==> src/rtl/core/tsfd_pkg.sv <==
// ----------------------------------------------------------------------------
// Time signal frame decoder package
// Shared types, timing windows and a BCD helper for the frame decoder.
// ----------------------------------------------------------------------------
package tsfd_pkg;

  // Pulse classification codes as they appear on the result channel.
  typedef enum logic [2:0] {
    EV_NONE    = 3'd0,
    EV_INVALID = 3'd1,
    EV_ZERO    = 3'd2,
    EV_ONE     = 3'd3,
    EV_SECOND  = 3'd4,
    EV_MINUTE  = 3'd5
  } pulse_e;

  // Timing windows in milliseconds.
  localparam int unsigned SECOND_MIN  = 900;
  localparam int unsigned SECOND_MAX  = 1100;
  localparam int unsigned MINUTE_MIN  = 1900;
  localparam int unsigned MINUTE_MAX  = 2100;
  localparam int unsigned ZERO_MIN    = 70;
  localparam int unsigned ZERO_MAX    = 130;
  localparam int unsigned ONE_MIN     = 170;
  localparam int unsigned ONE_MAX     = 230;
  localparam int unsigned RESET_AGE   = 1000;

  localparam int unsigned FRAME_LEN   = 59;
  localparam int unsigned CNT_W       = 6;
  localparam int unsigned YEAR_BASE   = 2000;

  localparam logic [7:0] BCD_WEIGHT [8] = '{8'd1, 8'd2, 8'd4, 8'd8,
                                            8'd10, 8'd20, 8'd40, 8'd80};

  typedef struct packed {
    logic        sync_error;
    logic        sync_ok;
    logic        clock_set;
    logic [6:0]  minute_value;
    logic [5:0]  hour_value;
    logic [5:0]  day_value;
    logic [2:0]  weekday_value;
    logic [4:0]  month_value;
    logic [11:0] year_value;
  } frame_status_t;

  typedef struct packed {
    pulse_e        pulse_event;
    logic          signal_lamp;
    frame_status_t status;
  } result_t;

  // Weighted BCD sum of up to eight bits, least significant first.
  function automatic logic [7:0] bcd_sum(input logic [7:0] b);
    logic [7:0] s;
    s = '0;
    for (int i = 0; i < 8; i++) begin
      if (b[i]) begin
        s = s + BCD_WEIGHT[i];
      end
    end
    return s;
  endfunction

endpackage

==> src/rtl/core/time_signal_frame_decoder_top.sv <==
// ----------------------------------------------------------------------------
// Time signal frame decoder, top level
// A sample beat is held in the input register, then its result is written into the result queue and offered.
// Throughput: one sample per cycle while the result queue is not full.
// A two-entry result queue keeps samples flowing while a result waits.
// Reset is asynchronous and active low; the frame bit store is not cleared.
// ----------------------------------------------------------------------------
module time_signal_frame_decoder_top #(
  parameter int unsigned TIME_BITS = 16
) (
  input  logic                 clk_i,
  input  logic                 rst_ni,
  input  logic                 in_valid_i,
  output logic                 in_ready_o,
  input  logic                 signal_level_i,
  input  logic [TIME_BITS-1:0] sample_time_i,
  output logic                 out_valid_o,
  input  logic                 out_ready_i,
  output logic [2:0]           pulse_event_o,
  output logic                 signal_lamp_o,
  output logic                 sync_error_o,
  output logic                 sync_ok_o,
  output logic                 clock_set_o,
  output logic [6:0]           minute_value_o,
  output logic [5:0]           hour_value_o,
  output logic [5:0]           day_value_o,
  output logic [2:0]           weekday_value_o,
  output logic [4:0]           month_value_o,
  output logic [11:0]          year_value_o
);
  import tsfd_pkg::*;

  logic                 s1_valid_q;
  logic                 s1_level_q;
  logic [TIME_BITS-1:0] s1_time_q;
  logic                 advance, buf_full;
  pulse_e               event_w;
  frame_status_t        status_w;
  result_t              res_in, res_out;

  assign advance    = s1_valid_q & ~buf_full;
  assign in_ready_o = ~s1_valid_q | advance;

  always_ff @(posedge clk_i or negedge rst_ni) begin
    if (!rst_ni) begin
      s1_valid_q <= 1'b0;
    end else if (in_ready_o) begin
      s1_valid_q <= in_valid_i;
    end
  end

  always_ff @(posedge clk_i) begin
    if (in_valid_i && in_ready_o) begin
      s1_level_q <= signal_level_i;
      s1_time_q  <= sample_time_i;
    end
  end

  tsfd_detect #(
    .TIME_BITS(TIME_BITS)
  ) u_detect (
    .clk_i   (clk_i),
    .rst_ni  (rst_ni),
    .fire_i  (advance),
    .level_i (s1_level_q),
    .time_i  (s1_time_q),
    .event_o (event_w)
  );

  tsfd_frame u_frame (
    .clk_i    (clk_i),
    .rst_ni   (rst_ni),
    .fire_i   (advance),
    .event_i  (event_w),
    .status_o (status_w)
  );

  always_comb begin
    res_in.pulse_event = event_w;
    res_in.signal_lamp = s1_level_q;
    res_in.status      = status_w;
  end

  tsfd_outbuf u_outbuf (
    .clk_i       (clk_i),
    .rst_ni      (rst_ni),
    .push_i      (advance),
    .data_i      (res_in),
    .full_o      (buf_full),
    .out_valid_o (out_valid_o),
    .out_ready_i (out_ready_i),
    .data_o      (res_out)
  );

  assign pulse_event_o   = res_out.pulse_event;
  assign signal_lamp_o   = res_out.signal_lamp;
  assign sync_error_o    = res_out.status.sync_error;
  assign sync_ok_o       = res_out.status.sync_ok;
  assign clock_set_o     = res_out.status.clock_set;
  assign minute_value_o  = res_out.status.minute_value;
  assign hour_value_o    = res_out.status.hour_value;
  assign day_value_o     = res_out.status.day_value;
  assign weekday_value_o = res_out.status.weekday_value;
  assign month_value_o   = res_out.status.month_value;
  assign year_value_o    = res_out.status.year_value;

  // The clock is only loaded on a minute mark that closes a frame.
  a_strobe_on_minute: assert property (@(posedge clk_i) disable iff (!rst_ni)
    advance && status_w.clock_set |-> event_w == EV_MINUTE)
    else $error("clock strobe without a minute mark");

  // The two lamps are never lit together.
  a_lamps_exclusive: assert property (@(posedge clk_i) disable iff (!rst_ni)
    advance |-> !(status_w.sync_ok && status_w.sync_error))
    else $error("ok and error lamps both set");

  // A sample held back by a full queue stays in the input register.
  a_stage_holds: assert property (@(posedge clk_i) disable iff (!rst_ni)
    s1_valid_q && !advance |=> s1_valid_q && $stable(s1_time_q) && $stable(s1_level_q))
    else $error("held sample lost or changed");

endmodule

==> src/rtl/core/tsfd_detect.sv <==
// ----------------------------------------------------------------------------
// Pulse detector
// Classifies edges of the sampled signal by the time since the last fall, and flags a long stretch without one.
// ----------------------------------------------------------------------------
module tsfd_detect #(
  parameter int unsigned TIME_BITS = 16
) (
  input  logic                 clk_i,
  input  logic                 rst_ni,
  input  logic                 fire_i,
  input  logic                 level_i,
  input  logic [TIME_BITS-1:0] time_i,
  output tsfd_pkg::pulse_e     event_o
);
  import tsfd_pkg::*;

  logic                 prev_level_q, prev_level_d;
  logic [TIME_BITS-1:0] last_fall_q, last_fall_d;
  logic [TIME_BITS-1:0] diff;
  logic signed [TIME_BITS-1:0] age;
  logic                 is_fall, is_rise;

  assign diff    = time_i - last_fall_q;
  assign age     = $signed(diff);
  assign is_fall = prev_level_q & ~level_i;
  assign is_rise = ~prev_level_q & level_i;

  always_comb begin
    event_o      = EV_NONE;
    prev_level_d = level_i;
    last_fall_d  = last_fall_q;
    if (is_fall) begin
      last_fall_d = time_i;
      if (age >= $signed(TIME_BITS'(SECOND_MIN)) && age <= $signed(TIME_BITS'(SECOND_MAX))) begin
        event_o = EV_SECOND;
      end else if (age >= $signed(TIME_BITS'(MINUTE_MIN)) &&
                   age <= $signed(TIME_BITS'(MINUTE_MAX))) begin
        event_o = EV_MINUTE;
      end else begin
        event_o = EV_INVALID;
      end
    end else if (is_rise) begin
      if (age >= $signed(TIME_BITS'(ZERO_MIN)) && age <= $signed(TIME_BITS'(ZERO_MAX))) begin
        event_o = EV_ZERO;
      end else if (age >= $signed(TIME_BITS'(ONE_MIN)) && age <= $signed(TIME_BITS'(ONE_MAX))) begin
        event_o = EV_ONE;
      end else begin
        event_o = EV_INVALID;
      end
    end else if (age > $signed(TIME_BITS'(MINUTE_MAX))) begin
      // A long stretch without an edge is reported on every sample.
      event_o = EV_INVALID;
    end
  end

  always_ff @(posedge clk_i or negedge rst_ni) begin
    if (!rst_ni) begin
      prev_level_q <= 1'b1;
      last_fall_q  <= '0 - TIME_BITS'(RESET_AGE);
    end else if (fire_i) begin
      prev_level_q <= prev_level_d;
      last_fall_q  <= last_fall_d;
    end
  end

endmodule

==> src/rtl/core/tsfd_frame.sv <==
// ----------------------------------------------------------------------------
// Frame decoder
// Sync state machine, 59-bit indexed frame bit store and parity/BCD decode.
// ----------------------------------------------------------------------------
module tsfd_frame (
  input  logic                    clk_i,
  input  logic                    rst_ni,
  input  logic                    fire_i,
  input  tsfd_pkg::pulse_e        event_i,
  output tsfd_pkg::frame_status_t status_o
);
  import tsfd_pkg::*;

  typedef enum logic [1:0] {
    PH_IDLE      = 2'd0,
    PH_WAIT_RISE = 2'd1,
    PH_WAIT_FALL = 2'd2
  } phase_e;

  phase_e              phase_q, phase_d;
  logic [CNT_W-1:0]    cnt_q, cnt_d;
  logic [FRAME_LEN-1:0] bits_q, bits_d;
  logic                err_q, err_d, ok_q, ok_d;
  logic [6:0]          min_q, min_d;
  logic [5:0]          hour_q, hour_d, day_q, day_d;
  logic [2:0]          wday_q, wday_d;
  logic [4:0]          mon_q, mon_d;
  logic [11:0]         year_q, year_d;
  logic                strobe, fault;
  logic [6:0]          dec_min;
  logic [5:0]          dec_hour, dec_day;
  logic [2:0]          dec_wday;
  logic [4:0]          dec_mon;
  logic [7:0]          dec_year;
  logic                frame_ok;

  assign dec_min  = 7'(bcd_sum({1'b0, bits_q[27:21]}));
  assign dec_hour = 6'(bcd_sum({2'b0, bits_q[34:29]}));
  assign dec_day  = 6'(bcd_sum({2'b0, bits_q[41:36]}));
  assign dec_wday = 3'(bcd_sum({5'b0, bits_q[44:42]}));
  assign dec_mon  = 5'(bcd_sum({3'b0, bits_q[49:45]}));
  assign dec_year = bcd_sum(bits_q[57:50]);

  // Start bit set and all three even parity groups clean.
  assign frame_ok = bits_q[20] & ~(^bits_q[28:21]) & ~(^bits_q[35:29]) &
                    ~(^bits_q[58:36]);

  always_comb begin
    phase_d = phase_q;
    cnt_d   = cnt_q;
    bits_d  = bits_q;
    err_d   = err_q;
    ok_d    = ok_q;
    min_d   = min_q;
    hour_d  = hour_q;
    day_d   = day_q;
    wday_d  = wday_q;
    mon_d   = mon_q;
    year_d  = year_q;
    strobe  = 1'b0;
    fault   = 1'b1;

    if (fire_i && event_i != EV_NONE) begin
      unique case (phase_q)
        PH_WAIT_RISE: begin
          if (event_i == EV_ZERO || event_i == EV_ONE) begin
            if (cnt_q < CNT_W'(FRAME_LEN)) begin
              bits_d[cnt_q] = (event_i == EV_ONE);
            end
            cnt_d   = cnt_q + CNT_W'(1);
            phase_d = PH_WAIT_FALL;
          end else begin
            phase_d = PH_IDLE;
            err_d   = 1'b1;
            ok_d    = 1'b0;
          end
        end
        PH_WAIT_FALL: begin
          if (event_i == EV_SECOND && cnt_q < CNT_W'(FRAME_LEN)) begin
            phase_d = PH_WAIT_RISE;
          end else if (event_i == EV_MINUTE && cnt_q == CNT_W'(FRAME_LEN)) begin
            // Fields are stored in order until the first range check fails.
            if (frame_ok) begin
              min_d = dec_min;
              if (dec_min <= 7'd59) begin
                hour_d = dec_hour;
                if (dec_hour <= 6'd23) begin
                  strobe = 1'b1;
                  day_d  = dec_day;
                  if (dec_day != '0 && dec_day <= 6'd31) begin
                    wday_d = dec_wday;
                    mon_d  = dec_mon;
                    if (dec_mon != '0 && dec_mon <= 5'd12) begin
                      year_d = 12'(YEAR_BASE) + 12'(dec_year);
                      fault  = 1'b0;
                    end
                  end
                end
              end
            end
            if (fault) begin
              phase_d = PH_IDLE;
              err_d   = 1'b1;
              ok_d    = 1'b0;
            end else begin
              cnt_d   = '0;
              phase_d = PH_WAIT_RISE;
              err_d   = 1'b0;
              ok_d    = 1'b1;
            end
          end else begin
            phase_d = PH_IDLE;
            err_d   = 1'b1;
            ok_d    = 1'b0;
          end
        end
        default: begin
          if (event_i == EV_MINUTE) begin
            cnt_d   = '0;
            phase_d = PH_WAIT_RISE;
          end
        end
      endcase
    end
  end

  always_comb begin
    status_o.sync_error    = err_d;
    status_o.sync_ok       = ok_d;
    status_o.clock_set     = strobe;
    status_o.minute_value  = min_d;
    status_o.hour_value    = hour_d;
    status_o.day_value     = day_d;
    status_o.weekday_value = wday_d;
    status_o.month_value   = mon_d;
    status_o.year_value    = year_d;
  end

  always_ff @(posedge clk_i or negedge rst_ni) begin
    if (!rst_ni) begin
      phase_q <= PH_IDLE;
      cnt_q   <= '0;
      err_q   <= 1'b0;
      ok_q    <= 1'b0;
      min_q   <= '0;
      hour_q  <= '0;
      day_q   <= '0;
      wday_q  <= '0;
      mon_q   <= '0;
      year_q  <= '0;
    end else if (fire_i) begin
      phase_q <= phase_d;
      cnt_q   <= cnt_d;
      err_q   <= err_d;
      ok_q    <= ok_d;
      min_q   <= min_d;
      hour_q  <= hour_d;
      day_q   <= day_d;
      wday_q  <= wday_d;
      mon_q   <= mon_d;
      year_q  <= year_d;
    end
  end

  // Frame bits are only read after all 59 have been written since sync.
  always_ff @(posedge clk_i) begin
    if (fire_i) begin
      bits_q <= bits_d;
    end
  end

endmodule

==> src/rtl/core/tsfd_outbuf.sv <==
// ----------------------------------------------------------------------------
// Result buffer
// Two-entry queue that parts the decoder from the result channel.
// ----------------------------------------------------------------------------
module tsfd_outbuf (
  input  logic              clk_i,
  input  logic              rst_ni,
  input  logic              push_i,
  input  tsfd_pkg::result_t data_i,
  output logic              full_o,
  output logic              out_valid_o,
  input  logic              out_ready_i,
  output tsfd_pkg::result_t data_o
);
  import tsfd_pkg::*;

  result_t    mem_q [2];
  logic       wr_ptr_q, rd_ptr_q;
  logic [1:0] count_q;
  logic       pop;

  assign out_valid_o = (count_q != 2'd0);
  assign full_o      = (count_q == 2'd2);
  assign pop         = out_valid_o & out_ready_i;
  assign data_o      = mem_q[rd_ptr_q];

  always_ff @(posedge clk_i or negedge rst_ni) begin
    if (!rst_ni) begin
      wr_ptr_q <= 1'b0;
      rd_ptr_q <= 1'b0;
      count_q  <= 2'd0;
    end else begin
      if (push_i) begin
        wr_ptr_q <= ~wr_ptr_q;
      end
      if (pop) begin
        rd_ptr_q <= ~rd_ptr_q;
      end
      if (push_i && !pop) begin
        count_q <= count_q + 2'd1;
      end else if (pop && !push_i) begin
        count_q <= count_q - 2'd1;
      end
    end
  end

  always_ff @(posedge clk_i) begin
    if (push_i) begin
      mem_q[wr_ptr_q] <= data_i;
    end
  end

endmodule
==> config.mk <==
export PLATFORM = sky130hd
export DESIGN_NAME = time_signal_frame_decoder_top
export DESIGN_NICKNAME = d
export VERILOG_FILES = /design/src/rtl/core/tsfd_pkg.sv /design/src/rtl/core/time_signal_frame_decoder_top.sv /design/src/rtl/core/tsfd_detect.sv /design/src/rtl/core/tsfd_frame.sv /design/src/rtl/core/tsfd_outbuf.sv
export SDC_FILE = /design/constraint.sdc
export NUM_CORES = 1
export LEC_CHECK = 0
export BUFFER_PORTS_ARGS = -buffer_cell sky130_fd_sc_hd__buf_2
export CAP_MARGIN = 20
export CORE_ASPECT_RATIO = 1.2
export CORE_UTILIZATION = 60
export CTS_BUF_LIST = sky130_fd_sc_hd__clkbuf_8 sky130_fd_sc_hd__clkbuf_16
export DETAILED_ROUTE_END_ITERATION = 16
export GPL_ROUTABILITY_DRIVEN = 0
export PLACE_DENSITY_LB_ADDON = 0.08
export SYNTH_ARGS = -nofsm -noshare
export SYNTH_HDL_FRONTEND = slang
export SYNTH_SLANG_ARGS = --single-unit
==> constraint.sdc <==
create_clock -name clk_i -period 13.6 [get_ports clk_i]
set_input_delay 0 -clock clk_i [delete_from_list [all_inputs] [get_ports clk_i]]
set_output_delay 0 -clock clk_i [all_outputs]
set_load 0.005 [all_outputs]
==> flow_metrics.tcl, run 1 <==
set metrics [dict create \
    status "completed" \
    synth-edff-count 148 \
    drtIter0Drc 604 \
    layout-drive-gt1-share_pct 24.9 \
    cts-root-buf "clkbuf_16" \
    routed_wl_mm 21.8 \
    vdd_drop_max_mv 0.155 \
    htreeDepth 1 \
    nFillCells 1444 \
    post-route-period-util_pct 36.7 \
    cts.sinks 219 \
    cp-start-kind "register" \
    yosysWarningCount 0 \
    die_y_um 154 \
    syn_inst 945 \
    hold-worst-slack_ns 0.215 \
    setup-tns-final_ns 0 \
    setup_viol_count_final 0 \
    register_area_um2 6230 \
    grt_max_degree 72 \
    critPathKind "reg2reg" \
    fin_util_pct 69.5 \
    dp_hpwl_mm 15.3 \
    yosys-top-cells-area "edfxtp_1 (38%), dfrtp_1 (13%), mux2_2 (11%), ha_1 (4.0%), xnor2_1 (3.8%)" \
    wl_met2_mm 11.8 \
    syn_area_per_cell_um2 12.3 \
    post-place-ws_ns 8.67 \
    synth_top_area_share_pct 38.4 \
    skew_ns 0.0147 \
    netlist.top_cell.by_area "edfxtp_1" \
    setup_ws_ns 8.61 \
    ys_types 82 \
    met1_length_mm 8.66 \
    synth-seq-cells 219 \
    worst_pin_slew_ns 0.966 \
    routed.top_layer "met4" \
    r2r-start "u_frame.bits_q[22]$_DFFE_PP_" \
    cts_tree "done" \
    syn-cell-area_um2 11600 \
    die_x_um 129 \
    wl_met3_um 824 \
    yosysSeqAreaShare_pct 53.8 \
    max_slew_margin_pct 35.6 \
    synth_fp_nets 1004 \
    cts_buffers 22 \
    grt_use_total_pct 22.8 \
    postCtsSetupRepairBufs 0 \
    hold_class "in2reg" \
    grt_pass1_vias 7634 \
    hold_start "sample_time_i[3]" \
    period_needed_ns 4.99 \
    initial_core_util_pct 61.5 \
    power_leakage_nw 5.13 \
    fmax_ghz 0.200 \
    maxCapViolCount 0 \
    finalHoldViolCount 0 \
    routedWlPerCell_um 16.7 \
    grt_remaining_overflow 0 \
    grt_pass1_wl_mm 36.1 \
    clk_path_buf_depth 3 \
    drc 0 \
    ys.flop_type "edfxtp_1" \
    antenna_found_initial 0 \
    required_ns 13.83 \
    synthArstFlopShare_pct 32.4 \
    dr.pass1.iters 5 \
    antenna_cells 0 \
    multi_input_area_um2 5010 \
    crit_fanout 15 \
    ant_nets 0 \
    die_area_um2 19900 \
    core_um2 18900 \
    ios 69 \
    syn_to_final_growth_pct 13.1 \
    clkTransAtPathRegs_ns 0.06 \
    slew_viol_final 0 \
    pwr_density_cell_nw_per_um2 188 \
    crit_start "u_frame.bits_q[22]$_DFFE_PP_" \
    finalNetCount 1089 \
    worstPathArrival_ns 5.22 \
    placement_rows 55 \
    rsz0062_at_grt "no" \
    end_kind "register" \
    ctsResizeCount 0 \
    detail_route.vias_per_cell 5.81 \
    via_count 7560 \
    port_buffers 68 \
    insertion_delay_ns 0.50 \
]
[per-layer routing]
layer	GRT usage [%]	vias to the layer above
li1	-	3681
met1	26.3	3680
met2	43.5	159
met3	2.94	40
met4	6.89	0
met5	0	-
[synthesized netlist by cell type, drive strengths merged, types with 7 or more instances]
master and number:
nand2 59, nand2b 11, xor2 17, inv 51, o21ai 33, nor4 10
edfxtp 148, a21o 14, ha 37, nor3 14, mux2 119, nor2b 13
nand3b 7, nor2 69, mux2i 11, o31ai 13, a21boi 7, buf 10
o2111ai 7, o211ai 19, a21oi 29, dfrtp 62, xnor2 50, dfstp 9
clkbuf 23, nand4 7, nand3 20
[critical path, cell delays in order, from the launching register on]
cell and delay, ns:
edfxtp_1 0.43, ha_1 0.33, mux2i_1 0.39, inv_1 0.10, ha_1 0.30, mux2i_1 0.36, inv_1 0.09, ha_1 0.33
a41o_1 0.19, a32oi_1 0.15, o22ai_1 0.25, a2111o_1 0.63, o41ai_4 0.69, a21boi_1 0.17, a221o_1 0.33
[path summary, 6_finish.rpt]
path / end / slack [ns] / cells after the start
worst max-delay path: u_outbuf.mem_q[1][41]$_DFFE_PP_ / 8.61 / 14
worst min-delay path: s1_time_q[3]$_DFFE_PP_ / 0.22 / 2
worst max register to register: u_outbuf.mem_q[1][41]$_DFFE_PP_ / 8.61 / 14
worst min register to register: u_frame.min_q[4]$_DFFE_PN0P_ / 0.47 / 2
max in group asynchronous: u_outbuf.rd_ptr_q$_DFFE_PN0P_ / 12.65 / 3
min in group asynchronous: u_frame.year_q[5]$_DFFE_PN0P_ / 0.29 / 3
[per-stage QoR]
stage          std cells  area, um^2  total power (W)
6_report            1302       13100          0.00247
5_1_grt             1302       13100          0.00262
4_1_cts             1301       13100          0.00248
3_5_place_dp        1241       12100          0.00187
3_3_place_gp        1241       12100          0.00185
2_1_floorplan        945       11600          0.00162
[flip-flops by register name, indices dropped and copies added (netlist names), 2 cells and up]
signal and flops:
s1_time_q 16, u_detect.last_fall_q 16, u_frame.bits_q 39, u_frame.cnt_q 6, u_frame.day_q 6, u_frame.hour_q 6, u_frame.min_q 7, u_frame.mon_q 5
u_frame.phase_q 2, u_frame.wday_q 3, u_frame.year_q 12, u_outbuf.count_q 2, u_outbuf.mem_q 92
[cell families after synthesis]
family	after synthesis	synth area share (%)
AOI/OAI and AO/OA	171	11.1
muxes	130	12.5
xor gates and xnor gates	67	5.13
buffers and inverters	84	3.08
DFF	219	53.8
and+or+nand+nor	236	10.2
adders and majority gates	38	4.17
[final cells by class]
cell class                 count  area share (%)
clock inverter                14           0.955
clock buffer                  26            4.71
sequential                   219            47.6
multi-input combinational    642            38.3
inverter                      51            1.46
tap                          256            2.44
timing repair buffer          94            4.62
[where the power goes]
part	internal, W	leakage [nW]	switching (W)	total, W
registers	0.000872	2.24	0.0000616	0.000934
clock network	0.000362	0.388	0.000244	0.000606
logic	0.000397	2.50	0.000531	0.000929
[repair_timing]
item,in CTS,in global routing
setup endpoints to repair,0,0
hold buffers,20,0
hold endpoints to repair,82,0
[placed cells by master, fill, tap and decap left out, types with 28 or more instances in the layout]
master and count:
dfrtp_1 61, mux2_2 116, a21oi_1 28, edfxtp_1 148
nor2_1 66, nand2_1 59, ha_1 37, xnor2_1 50
inv_1 58, buf_2 68, o21ai_0 30
(Power assumes the default switching activity.)
==> run 2, diff against run 1 <==
==> constraint.sdc (replaced) <==
create_clock -name clk_i -period 4.9 [get_ports clk_i]
set_input_delay 0 -clock clk_i [delete_from_list [all_inputs] [get_ports clk_i]]
set_output_delay 0 -clock clk_i [all_outputs]
set_load 0.005 [all_outputs]
==> run 2 against run 1 <==
  * Non-clock buffer count rose by 6
  * Hold slack got worse by 0.012 ns
  * Sequential share of layout area fell by 0.23 points
  * Maximum frequency rose by 8.6%
  * Critical path depth fell by 1
  * Wire length rose by 2.0%
  * Final area rose by 0.50%
  * Sequential power rose to 2.8 times the previous value
  * Core utilization rose by 0.35 points
  * Clock power rose to 2.7 times the previous value
  * Combinational power rose to 2.8 times the previous value
  * Largest power group is now combinational cells
==> flow_metrics.tcl, run 2 (synthesis results as in run 1) <==
set metrics [dict create \
    status "completed" \
    fin_util_pct 69.9 \
    grt_pass1_vias 7724 \
    ios 69 \
    post-route-period-util_pct 93.8 \
    vdd_drop_max_mv 0.409 \
    grt_max_degree 72 \
    layout-drive-gt1-share_pct 25.5 \
    r2r-start "u_detect.last_fall_q[0]$_DFFE_PN0P_" \
    cp_cell_sequence "ha_1, fa_1, nand2b_1, a21boi_2, nor3_1, or2_2, o41ai_1, and4_1, a311oi_2, nand4b_1, buf_12, nor2_2, mux2_2" \
    drtIter0Drc 463 \
    clk_path_buf_depth 3 \
    syn_to_final_growth_pct 13.7 \
    critPathKind "reg2reg" \
    finalNetCount 1096 \
    largestRegisters "u_outbuf.mem_q x92, u_frame.bits_q x39" \
    port_buffers 68 \
    insertion_delay_ns 0.50 \
    die_x_um 129 \
    crit_start "u_detect.last_fall_q[0]$_DFFE_PN0P_" \
    required_ns 5.15 \
    grt_use_total_pct 23.5 \
    finalHoldViolCount 0 \
    total_power_w 0.00687 \
    dr.pass1.iters 5 \
    nFillCells 1411 \
    htreeDepth 1 \
    hold_start "signal_level_i" \
    fmax_ghz 0.218 \
    most-common-layout-cells "edfxtp_1 (148), mux2_2 (116), buf_2 (68)" \
    cts-root-buf "clkbuf_16" \
    ant_nets 0 \
    initial_core_util_pct 61.5 \
    detail_route.vias_per_cell 5.81 \
    cts_tree "done" \
    largest_reg_flops 92 \
    setup-tns-final_ns 0 \
    critPathMaxStageDelay_ns 0.48 \
    final_common_cell "edfxtp_1" \
    via_count 7600 \
    slowest_stage "nand4b_1" \
    antenna_found_initial 0 \
    top_register "u_outbuf.mem_q" \
    skew_ns 0.0115 \
    routed_wl_mm 22.2 \
    power_leakage_nw 5.18 \
    grt_remaining_overflow 0 \
    dp_hpwl_mm 15.4 \
    grt_pass1_wl_mm 36.9 \
    antenna_cells 0 \
    placement_rows 55 \
    hold_class "in2reg" \
    drc 0 \
    cts_buffers 23 \
    core_um2 18900 \
    slew_viol_final 0 \
    hold-worst-slack_ns 0.203 \
    cp-start-kind "register" \
    die_y_um 154 \
    die_area_um2 19900 \
    max_slew_margin_pct 36.2 \
    period_needed_ns 4.59 \
    clkTransAtPathRegs_ns 0.06 \
    rsz0062_at_grt "no" \
    setup_viol_count_final 0 \
    maxCapViolCount 0 \
    crit_fanout 34 \
    routedWlPerCell_um 17.0 \
    pwr_density_cell_nw_per_um2 522 \
    cts.sinks 219 \
    end_kind "register" \
    worstPathArrival_ns 4.85 \
    worst_pin_slew_ns 0.957 \
]
run 2: cell count changes in the layout (fill, tap and decap cells not counted), moves of 2 or more:
cell,delta
clkbuf_8,+3
bufinv_16,-2
clkinv_4,+2
buf_4,+5
inv_6,-3
buf_12,+2
run 2: through the flow:
stage	cell area [um^2]	cells	setup slack, ns
5_1_grt	13200	1309	0.00741
4_1_cts	13100	1308	0.237
3_5_place_dp	12200	1247	0.256
2_1_floorplan	11600	945	0.677
3_3_place_gp	12200	1247	0.341
6_report	13200	1309	0.306
run 2: cell type report:
class                   instances  area (um^2)  share of cell area [%]
clock buffers                  30          683                    5.19
clock inverters                11         57.6                   0.437
inverters                      51          191                    1.45
multi-input cells             642         5030                    38.2
flip-flops and latches        219         6230                    47.3
well taps                     256          320                    2.43
repair buffers                100          656                    4.98
run 2: what timing repair did:
action / CTS / global route
gates resized for setup: 0 / 2
endpoints found under the setup margin: 0 / 13
hold endpoints to repair: 82 / 0
buffers inserted: 0 / 0
hold buffers: 20 / 0
run 2: power breakdown:
group,total [W],internal [W],leakage [nW],switching (W)
Sequential,0.00258,0.00242,2.24,0.000162
Combinational,0.00264,0.00112,2.56,0.00152
Clock,0.00165,0.000976,0.387,0.000674
run 2: worst paths after layout:
path / depth (start not counted) / slack [ns] / end
setup / recovery: 13 / 0.31 / u_outbuf.mem_q[0][29]$_DFFE_PP_
hold / removal: 2 / 0.20 / s1_level_q$_DFFE_PP_
setup reg to reg: 13 / 0.31 / u_outbuf.mem_q[0][29]$_DFFE_PP_
hold reg to reg: 2 / 0.48 / u_frame.min_q[3]$_DFFE_PN0P_
max in group asynchronous: 3 / 3.98 / u_outbuf.rd_ptr_q$_DFFE_PN0P_
min in group asynchronous: 3 / 0.27 / s1_valid_q$_DFFE_PN0N_
run 2: layer usage:
layer  vias up  wire [um]  GRT usage, %
li1       3690          -             -
met1      3716       8680          26.5
met2       146      12200          44.9
met3        48        725          2.91
met4         0        681          8.18
met5         -          0             0
run 2: critical path: cells and delay by family, from the launching register on:
kind                     cells  cell delay [ns]
adder cells (fa/ha/maj)      2             0.65
AND/OR/NAND/NOR              6             1.82
multiplexers                 1             0.41
buffers and inverters        1             0.33
AO/OA/AOI/OAI                3             0.73
flip-flops                   1             0.39
